<file path="config.mk">
export PLATFORM = sky130hd
export DESIGN_NAME = branch_and_condition_unit
export DESIGN_NICKNAME = d
export VERILOG_FILES = /design/src/hdl/bcu_pkg.sv /design/src/hdl/bcu_exec.sv /design/src/hdl/bcu_arch_regs.sv /design/src/hdl/branch_and_condition_unit.sv
export SDC_FILE = /design/constraint.sdc
export NUM_CORES = 1
export LEC_CHECK = 0
export ABC_AREA = 1
export BUFFER_PORTS_ARGS = -buffer_cell sky130_fd_sc_hd__buf_2
export CORE_MARGIN = 5
export CORE_UTILIZATION = 55
export CTS_CLUSTER_SIZE = 25
export DETAILED_ROUTE_END_ITERATION = 16
export PLACE_DENSITY = 0.76
export SLEW_MARGIN = 20
export SYNTH_ARGS = -nofsm -noshare
export SYNTH_HDL_FRONTEND = slang
export SYNTH_HIERARCHICAL = 1
export SYNTH_SLANG_ARGS = --single-unit
</file>
<file path="constraint.sdc">
create_clock -name clk -period 10.15 [get_ports clk]
set_input_delay 0 -clock clk [delete_from_list [all_inputs] [get_ports clk]]
set_output_delay 0 -clock clk [all_outputs]
set_load 0.05 [all_outputs]
</file>
<file path="src/hdl/bcu_pkg.sv">
// ----------------------------------------------------------------------------
// bcu_pkg
// shared types and constants of the branch and condition unit
// ----------------------------------------------------------------------------
`timescale 1ns / 1ps
`default_nettype none

package bcu_pkg;

	localparam int unsigned XLEN      = 32;
	localparam int unsigned DISP_W    = 26;
	localparam int unsigned FIELD_W   = 5;
	localparam int unsigned IN_DATA_W = 88;
	localparam int unsigned OUT_DATA_W = 136;

	localparam logic [XLEN-1:0] ADDR_MASK = 32'hFFFF_FFFC;
	localparam logic [XLEN-1:0] PC_STEP   = 32'd4;
	localparam logic [3:0]      CR_FIELD_MASK = 4'b1111;

	// BO bit positions (bit 0 is the lsb here)
	localparam int unsigned BO_CTR_ZERO = 1;
	localparam int unsigned BO_NO_DEC   = 2;
	localparam int unsigned BO_COND_VAL = 3;
	localparam int unsigned BO_NO_COND  = 4;

	typedef enum logic [3:0] {
		OP_B      = 4'd0,
		OP_BC     = 4'd1,
		OP_BCLR   = 4'd2,
		OP_BCCTR  = 4'd3,
		OP_CRAND  = 4'd4,
		OP_CRANDC = 4'd5,
		OP_CREQV  = 4'd6,
		OP_CROR   = 4'd7,
		OP_CRORC  = 4'd8,
		OP_CRNAND = 4'd9,
		OP_CRNOR  = 4'd10,
		OP_CRXOR  = 4'd11,
		OP_MCRF   = 4'd12
	} op_t;

	typedef struct packed {
		op_t                       operation;
		logic [XLEN-1:0]           cur_pc;
		logic signed [DISP_W-1:0]  displacement;
		logic [FIELD_W-1:0]        branch_options;
		logic [FIELD_W-1:0]        cond_bit;
		logic                      absolute;
		logic                      link;
		logic [FIELD_W-1:0]        dest_bit;
		logic [FIELD_W-1:0]        src_a_bit;
		logic [FIELD_W-1:0]        src_b_bit;
	} item_t;

	typedef struct packed {
		logic [XLEN-1:0] next_pc;
		logic [XLEN-1:0] link_out;
		logic [XLEN-1:0] count_out;
		logic [XLEN-1:0] cond_out;
		logic            taken;
		logic            invalid;
		logic            return_event;
	} result_t;

	typedef struct packed {
		logic [XLEN-1:0] cond;
		logic [XLEN-1:0] count;
		logic [XLEN-1:0] link;
	} arch_t;

endpackage

`default_nettype wire

</file>
<file path="src/hdl/bcu_exec.sv">
// ----------------------------------------------------------------------------
// bcu_exec
// combinational execute: branch resolution, cr bit logic and field move
// ----------------------------------------------------------------------------
`timescale 1ns / 1ps
`default_nettype none

module bcu_exec (
	input  bcu_pkg::item_t   item,
	input  bcu_pkg::arch_t   arch,
	output bcu_pkg::arch_t   arch_n,
	output bcu_pkg::result_t res
);
	import bcu_pkg::*;

	logic [XLEN-1:0] disp_ext;
	logic [XLEN-1:0] br_target;
	logic [XLEN-1:0] pc_plus4;
	logic [XLEN-1:0] ctr_dec;
	logic [XLEN-1:0] count_after;
	logic            dec;
	logic            ctr_ok;
	logic            cond_ok;
	logic            bo_go;
	logic            bit_a;
	logic            bit_b;
	logic            cr_result;
	logic [4:0]      src_shift;
	logic [4:0]      dst_shift;
	logic [XLEN-1:0] src_shifted;
	logic [3:0]      src_field;
	logic [XLEN-1:0] mcrf_cond;
	logic            br_valid;
	logic            br_go;
	logic [XLEN-1:0] br_tgt;

	assign disp_ext  = {{(XLEN-DISP_W){item.displacement[DISP_W-1]}}, item.displacement};
	assign br_target = item.absolute ? disp_ext : item.cur_pc + disp_ext;
	assign pc_plus4  = item.cur_pc + PC_STEP;

	// bo rules: optional count decrement and test, optional cr bit test
	assign dec         = !item.branch_options[BO_NO_DEC];
	assign ctr_dec     = arch.count - 32'd1;
	assign ctr_ok      = !dec || ((ctr_dec == '0) == item.branch_options[BO_CTR_ZERO]);
	assign cond_ok     = item.branch_options[BO_NO_COND] ||
	                     (arch.cond[~item.cond_bit] == item.branch_options[BO_COND_VAL]);
	assign bo_go       = ctr_ok && cond_ok;
	assign count_after = dec ? ctr_dec : arch.count;

	// cr bit 0 is the msb, so bit i sits at position 31 - i
	assign bit_a = arch.cond[~item.src_a_bit];
	assign bit_b = arch.cond[~item.src_b_bit];

	always_comb begin
		case (item.operation)
			OP_CRAND:  cr_result = bit_a & bit_b;
			OP_CRANDC: cr_result = bit_a & !bit_b;
			OP_CREQV:  cr_result = !(bit_a ^ bit_b);
			OP_CROR:   cr_result = bit_a | bit_b;
			OP_CRORC:  cr_result = bit_a | !bit_b;
			OP_CRNAND: cr_result = !(bit_a & bit_b);
			OP_CRNOR:  cr_result = !(bit_a | bit_b);
			default:   cr_result = bit_a ^ bit_b;
		endcase
	end

	// field f occupies bits 4*(7-f) upward
	assign src_shift   = {~item.src_a_bit[2:0], 2'b00};
	assign dst_shift   = {~item.dest_bit[2:0], 2'b00};
	assign src_shifted = arch.cond >> src_shift;
	assign src_field   = src_shifted[3:0];
	assign mcrf_cond   = (arch.cond & ~({28'd0, CR_FIELD_MASK} << dst_shift)) |
	                     ({28'd0, src_field} << dst_shift);

	always_comb begin
		arch_n           = arch;
		res.next_pc      = item.cur_pc;
		res.taken        = 1'b0;
		res.invalid      = 1'b0;
		res.return_event = 1'b0;
		br_valid         = 1'b0;
		br_go            = 1'b0;
		br_tgt           = br_target;

		unique case (item.operation) inside
			OP_B: begin
				br_valid = 1'b1;
				br_go    = 1'b1;
			end
			OP_BC: begin
				br_valid     = 1'b1;
				br_go        = bo_go;
				arch_n.count = count_after;
			end
			OP_BCLR: begin
				br_valid         = 1'b1;
				br_go            = bo_go;
				br_tgt           = arch.link;
				arch_n.count     = count_after;
				res.return_event = bo_go && item.branch_options[BO_NO_DEC];
			end
			OP_BCCTR: begin
				// decrementing form is not allowed: no state change
				if (dec) begin
					res.invalid = 1'b1;
				end else begin
					br_valid = 1'b1;
					br_go    = bo_go;
					br_tgt   = arch.count;
				end
			end
			[OP_CRAND:OP_CRXOR]: begin
				arch_n.cond[~item.dest_bit] = cr_result;
			end
			OP_MCRF: begin
				arch_n.cond = mcrf_cond;
			end
			default: ;
		endcase

		if (br_valid) begin
			if (item.link) begin
				arch_n.link = pc_plus4 & ADDR_MASK;
			end
			if (br_go) begin
				res.next_pc = br_tgt & ADDR_MASK;
				res.taken   = 1'b1;
			end else begin
				res.next_pc = pc_plus4;
			end
		end

		res.link_out  = arch_n.link;
		res.count_out = arch_n.count;
		res.cond_out  = arch_n.cond;
	end

endmodule

`default_nettype wire

</file>
<file path="src/hdl/bcu_arch_regs.sv">
// ----------------------------------------------------------------------------
// bcu_arch_regs
// condition, count and link registers
// ----------------------------------------------------------------------------
`timescale 1ns / 1ps
`default_nettype none

module bcu_arch_regs (
	input  wire             clk,
	input  wire             arst_n,
	input  wire             load,
	input  bcu_pkg::arch_t  arch_n,
	output bcu_pkg::arch_t  arch
);
	import bcu_pkg::*;

	arch_t arch_q;

	always_ff @(posedge clk or negedge arst_n) begin
		if (!arst_n) begin
			arch_q <= '0;
		end else if (load) begin
			arch_q <= arch_n;
		end
	end

	assign arch = arch_q;

endmodule

`default_nettype wire

</file>
<file path="src/hdl/branch_and_condition_unit.sv">
// ----------------------------------------------------------------------------
// branch_and_condition_unit
// branch resolution and condition register logic, one instruction per item
// an accepted item passes the input register, the execute pass and the result register
// throughput: one item per cycle unless the output stalls, set by the single pass
// the cr, ctr and lr registers update when an item moves into the result register
// reset: asynchronous, clears both stages and sets cr, ctr and lr to zero
// ----------------------------------------------------------------------------
`timescale 1ns / 1ps
`default_nettype none

module branch_and_condition_unit (
	input  wire                              clk,
	input  wire                              arst_n,
	input  wire                              s_tvalid,
	output logic                             s_tready,
	// operation[3:0]
	input  wire  [3:0]                       s_tuser,
	// cur_pc[31:0], displacement[57:32], branch_options[62:58], cond_bit[67:63],
	// absolute[68], link[69], dest_bit[74:70], src_a_bit[79:75], src_b_bit[84:80]
	input  wire  [bcu_pkg::IN_DATA_W-1:0]    s_tdata,
	output logic                             m_tvalid,
	input  wire                              m_tready,
	// next_pc[31:0], link_out[63:32], count_out[95:64], cond_out[127:96],
	// taken[128], invalid[129], return_event[130]
	output logic [bcu_pkg::OUT_DATA_W-1:0]   m_tdata
);
	import bcu_pkg::*;

	item_t   item_in;
	item_t   item_s1;
	logic    valid_s1;
	result_t res;
	result_t res_q;
	logic    m_valid_q;
	logic    out_adv;
	logic    load;
	arch_t   arch;
	arch_t   arch_n;

	assign item_in.operation      = op_t'(s_tuser);
	assign item_in.cur_pc         = s_tdata[31:0];
	assign item_in.displacement   = s_tdata[57:32];
	assign item_in.branch_options = s_tdata[62:58];
	assign item_in.cond_bit       = s_tdata[67:63];
	assign item_in.absolute       = s_tdata[68];
	assign item_in.link           = s_tdata[69];
	assign item_in.dest_bit       = s_tdata[74:70];
	assign item_in.src_a_bit      = s_tdata[79:75];
	assign item_in.src_b_bit      = s_tdata[84:80];

	assign out_adv  = !m_valid_q || m_tready;
	assign load     = valid_s1 && out_adv;
	assign s_tready = !valid_s1 || out_adv;

	always_ff @(posedge clk or negedge arst_n) begin
		if (!arst_n) begin
			valid_s1 <= 1'b0;
		end else if (s_tready) begin
			valid_s1 <= s_tvalid;
		end
	end

	always_ff @(posedge clk) begin
		if (s_tvalid && s_tready) begin
			item_s1 <= item_in;
		end
	end

	bcu_exec u_exec (
		.item   (item_s1),
		.arch   (arch),
		.arch_n (arch_n),
		.res    (res)
	);

	bcu_arch_regs u_arch (
		.clk    (clk),
		.arst_n (arst_n),
		.load   (load),
		.arch_n (arch_n),
		.arch   (arch)
	);

	always_ff @(posedge clk or negedge arst_n) begin
		if (!arst_n) begin
			m_valid_q <= 1'b0;
		end else if (out_adv) begin
			m_valid_q <= valid_s1;
		end
	end

	always_ff @(posedge clk) begin
		if (load) begin
			res_q <= res;
		end
	end

	assign m_tvalid = m_valid_q;
	assign m_tdata  = {5'd0, res_q.return_event, res_q.invalid, res_q.taken,
	                   res_q.cond_out, res_q.count_out, res_q.link_out, res_q.next_pc};

endmodule

`default_nettype wire

</file>
After elaboration in Yosys (flattened, before gate mapping)
Index checks and enable logic that the tools add are counted.
{"block": "totals", "reg_bits": 318, "inputBits": 96, "output_inout_bits": 138, "elab_cells": 108}
{"block": "classes", "n_addsub": 3, "n_lt_le_gt_ge": 7, "n_eq_ne": 13, "shift": 3, "n_mux": 26, "bitwise": 14, "reduce_logical": 20}
{"cell": "32-bit two-way mux", "n": 8}
{"cell": "32-bit one-hot mux with 2 select lines", "n": 2}
{"cell": "32-bit by 3-bit adder with 32-bit output, second input constant", "n": 1}
{"cell": "32-bit adder", "n": 1}
{"cell": "32-bit AND", "n": 1}
{"cell": "32-bit bitwise mux", "n": 1}
{"cell": "32-bit logical NOT", "n": 1}
{"cell": "32-bit inverter", "n": 1}
{"cell": "32-bit OR", "n": 1}
{"cell": "4-bit by 5-bit << shifter with 32-bit output", "n": 1}
{"cell": "4-bit by 5-bit << shifter with 32-bit output, first input constant", "n": 1}
{"cell": "32-bit by 5-bit right shift with 4-bit output", "n": 1}
{"cell": "32-bit by 1-bit subtractor with 32-bit output, second input constant", "n": 1}
{"cell": "5-bit by 6-bit < comparator with 1-bit output, second input constant", "n": 4}
{"cell": "5-bit inverter", "n": 4}
{"cell": "4-bit by 3-bit equality test with 1-bit output, second input constant", "n": 4}
{"cell": "4-bit equality test, second input constant", "n": 4}
{"cell": "1-bit binary-select mux with 5-bit select", "n": 3}
{"cell": "4-bit by 2-bit equality test with 1-bit output, second input constant", "n": 2}
{"cell": "1-bit two-way mux", "n": 8}
{"cell": "1-bit one-hot mux with 7 select lines", "n": 1}
{"cell": "1-bit logical AND", "n": 6}
{"cell": "1-bit logical NOT", "n": 6}
{"cell": "3-bit inverter", "n": 2}
{"cell": "other kinds (15)", "n": 21}

Longest topological paths before layout
{"block": "depth", "depth_word": 10, "ltp_mapped": 22, "ltp_nobuf": 21}

By module
The synthesis kept the hierarchy.
{"mod": "bcu_exec", "instances": 1, "cells_per_inst": 1787, "area_each_um2": 9163.8, "seq_area_each_um2": 0.0}
{"mod": "branch_and_condition_unit", "instances": 1, "cells_per_inst": 238, "area_each_um2": 6742.7, "seq_area_each_um2": 6656.4}
{"mod": "bcu_arch_regs", "instances": 1, "cells_per_inst": 406, "area_each_um2": 3629.7, "seq_area_each_um2": 2402.3}

Worst setup path before layout
OpenSTA, ideal clock, no wires.
{"block": "synth_timing", "kind": "register to register", "startpoint": "reg m_valid_q (netlist: m_tvalid)", "endpoint": "reg u_arch.arch_q (netlist bit u_arch/arch[82])", "setup_time_ns": 0.117, "t_arrival_ns": 8.292, "required_ns": 10.033, "slack_ns": 1.741, "path_stages_with_launch": 8, "n_path_buf": 3, "synth_period_minus_slack_ns": 8.409, "path_cell_list": "dfrtp_1 -> a21oi_1 -> buf_4 -> inv_4 -> buf_6 -> buf_4 -> nand2_1 -> nand2_1"}
{"block": "synth_between", "elab_chain_len": 3}
{"element": "from (decl)", "line": "branch_and_condition_unit.sv:35", "text": "logic m_valid_q;"}
{"element": "from (signal assigned)", "line": "branch_and_condition_unit.sv:89", "text": "m_valid_q <= valid_s1;"}
{"element": "1-bit logical NOT", "line": "branch_and_condition_unit.sv:52", "text": "assign out_adv = !m_valid_q || m_tready;"}
{"element": "1-bit logical OR", "line": "branch_and_condition_unit.sv:52"}
{"element": "1-bit logical AND", "line": "branch_and_condition_unit.sv:53", "text": "assign load = valid_s1 && out_adv;"}
{"element": "named net load", "line": "branch_and_condition_unit.sv:37", "text": "logic load;"}
{"element": "to (signal assigned)", "line": "bcu_arch_regs.sv:23", "text": "arch_q <= arch_n;"}
{"element": "to (decl)", "line": "bcu_arch_regs.sv:17", "text": "arch_t arch_q;"}
The timed path passes the listed nets, and every way through them passes these cells.
A chain may end at the register's enable or synchronous reset.

==> flow_summary_export.csv <==
group,metric,value,unit
run_status,status,"finished clean",
finish,syn2layout_area_growth,14.2,%
sta,tns,0,ns
finish,drive_gt1_frac,0.130,
sta,fin_hold_ws,0.159,ns
worst_setup_path,worstSetupPathType,"flip-flop to flip-flop",
drt,via_per_inst,5.76,
worst_setup_path,crit_path_frequent_cell,"nand2_1",
floorplanning,num_io_pins,234,
global_routing,globalRouteOverflowTotal,0,
worst_setup_path,r2r-end,"m_tdata[8]$_DFFE_PP_",
sta,max_freq,195,MHz
worst_setup_path,critPathCaptureType,"flip-flop",
hold_path,hold_start,"s_tdata[62]",
clock_tree,ctsHtreeMaxLevel,2,
clock_tree,clk_latency,0.56,ns
worst_setup_path,cp.arrival,5.40,ns
clock_tree,cts_made_buffers,36,
worst_setup_path,path_cells,"inv_1 -> a21oi_2 -> buf_4 -> clkinv_1 -> nor2_1 -> inv_1 -> o211ai_1 -> nand2_1 -> a31oi_1 -> nand2_1 -> nand3_1 -> nand2_1",
hold_path,min_path_type,"input pin to flip-flop",
floorplanning,die_h,198,um
floorplanning,die_w,198,um
floorplanning,die_area,39300,um2
global_routing,grt.total_usage,0.309,
worst_setup_path,critPathMaxStageDelay,0.99,ns
sta,drv_slew,0,
sta,skew,0.0240,ns
sta,min_period,5.12,ns
place,port_buffers,224,
clock_tree,cts_sinks,317,
drt,wl_per_cell,20.1,um
sta,relSlewSlack,0.244,
drt,vias,17800,
worst_setup_path,start_kind,"flip-flop",
sta,setup_viol_count_final,0,
power,ir_worst_vdd,192,uV
sta,fin_crit_sh,0.505,
drt,drtPass1Iterations,6,
logic_synthesis,synth_area,19500,um2
finish,utilization,0.631,
job,drv_cap,0,
worst_setup_path,timing.rr.start,"item_s1[24]$_DFFE_PP_",
global_routing,grt_max_degree,164,
worst_setup_path,required,10.43,ns
logic_synthesis,syn_inst,2430,
global_routing,grt_pass1_wl,94100,um
finish,final_net_count,2748,
finish,final_cell_count_no_fill,3101,
sta,rsz0062_at_grt,"false",
power,pwr_density_cell,237,nW/um2
worst_setup_path,r2r_slack,5.03,ns
clock_tree,cts_tree,"done",
clock_tree,post_cts_buffers,0,
floorplanning,rows,69,
drt,dr.first_iter.drc_count,1816,
logic_synthesis,synth.avg_cell_area,8.03,um2
clock_tree,clockBufferDepth,3,
drt,drc,0,
clock_tree,clkSlewWorstSetupHoldPaths,0.06,ns
place,dp_cells,2940,
worst_setup_path,setup.worst_path.start,"item_s1[24]$_DFFE_PP_",
power,p_leak,10.1,nW
drt,ant_nets,0,
finish,layout_commonest_cell,"nand2_1",
sta,tightest_slew,1.13,ns
worst_setup_path,reg2reg_depth,12,
finish,final_cell_mix,"nand2_1, inv_1, buf_2, edfxtp_1, o21ai_0",
floorplanning,start_util,0.552,
drt,wirelength,62400,um
clock_tree,cts_root_buf,"clkbuf_16",
place,hpwl,44200,um
worst_setup_path,cpMaxStageDelayCell,"clkinv_1",
finish,fillCellCount,3065,
sta,hold_viol_final,0,
place,gp_congestion,0.993,
worst_setup_path,worstPathMaxFanout,32,
worst_setup_path,endpoint,"m_tdata[8]$_DFFE_PP_",
global_routing,antenna_found_initial,1,
global_routing,grt_pass1_vias,16800,
logic_synthesis,yosysWarnings,6,
floorplanning,coreArea,35300,um2
[power breakdown]
group          leakage, nW  switching [W]  internal (W)
Sequential            3.45       0.000253       0.00169
Clock                0.583       0.000539      0.000785
Combinational         6.06        0.00145      0.000563
[state kept, by name, indices dropped and copies added, names as in the netlist]
signal	count
m_tvalid	1
valid_s1	1
m_tdata	131
u_arch/arch	96
item_s1	88
[layer usage]
| metal | track usage | up-vias | routed length [um] |
|---|---|---|---|
| met4 | 0.148 | 0 | 3360 |
| li1 | - | 8436 | - |
| met2 | 0.521 | 920 | 30000 |
| met5 | 0 | - | 0 |
| met1 | 0.390 | 8298 | 24300 |
| met3 | 0.0475 | 195 | 4710 |
[area by class of cell]
cell class	instances	area, um2	area share
diodes	1	2.50	0.000112
clock buffers	47	1010	0.0456
clock inverters	19	186	0.00837
inverters	250	943	0.0424
multi-input cells	1676	8340	0.375
flip-flops and latches	317	9030	0.405
well taps	461	577	0.0259
repair buffers	330	2180	0.0977
[critical path, delay by kind of cell (launching register included)]
| family | cells | cell delay [ns] |
|---|---|---|
| buffers and inverters | 4 | 2.37 |
| AOI/OAI and AO/OA | 3 | 0.73 |
| and+or+nand+nor | 5 | 0.99 |
| DFF | 1 | 0.72 |
[metrics by stage]
step / area, um2 / power [W] / setup slack, ns
5_1_grt: 22300 / 0.00557 / 4.89
6_report: 22300 / 0.00528 / 5.03
3_5_place_dp: 20100 / 0.00390 / 5.78
4_1_cts: 22300 / 0.00526 / 5.77
2_1_floorplan: 19500 / 0.00353 / 1.74
3_3_place_gp: 20100 / 0.00386 / 5.88
[worst min path at each step]
stage / depth (start not counted) / slack (ns) / end
floorplan: 0 / -0.30 / m_tvalid$_DFFE_PN0P_
global placement: 1 / -0.004 / u_arch/arch[68]$_DFFE_PN0P_
detailed placement: 1 / 0.005 / u_arch/arch[68]$_DFFE_PN0P_
CTS: 2 / 0.13 / item_s1[12]$_DFFE_PP_
global route: 2 / 0.15 / item_s1[15]$_DFFE_PP_
finish: 2 / 0.16 / item_s1[26]$_DFFE_PP_
[what timing repair did]
action,4_1_cts,5_1_grt
gates resized for setup,0,0
hold buffers,94,0
endpoints found under the hold margin,123,0
No activity file was read; power rests on OpenSTA's default activity.
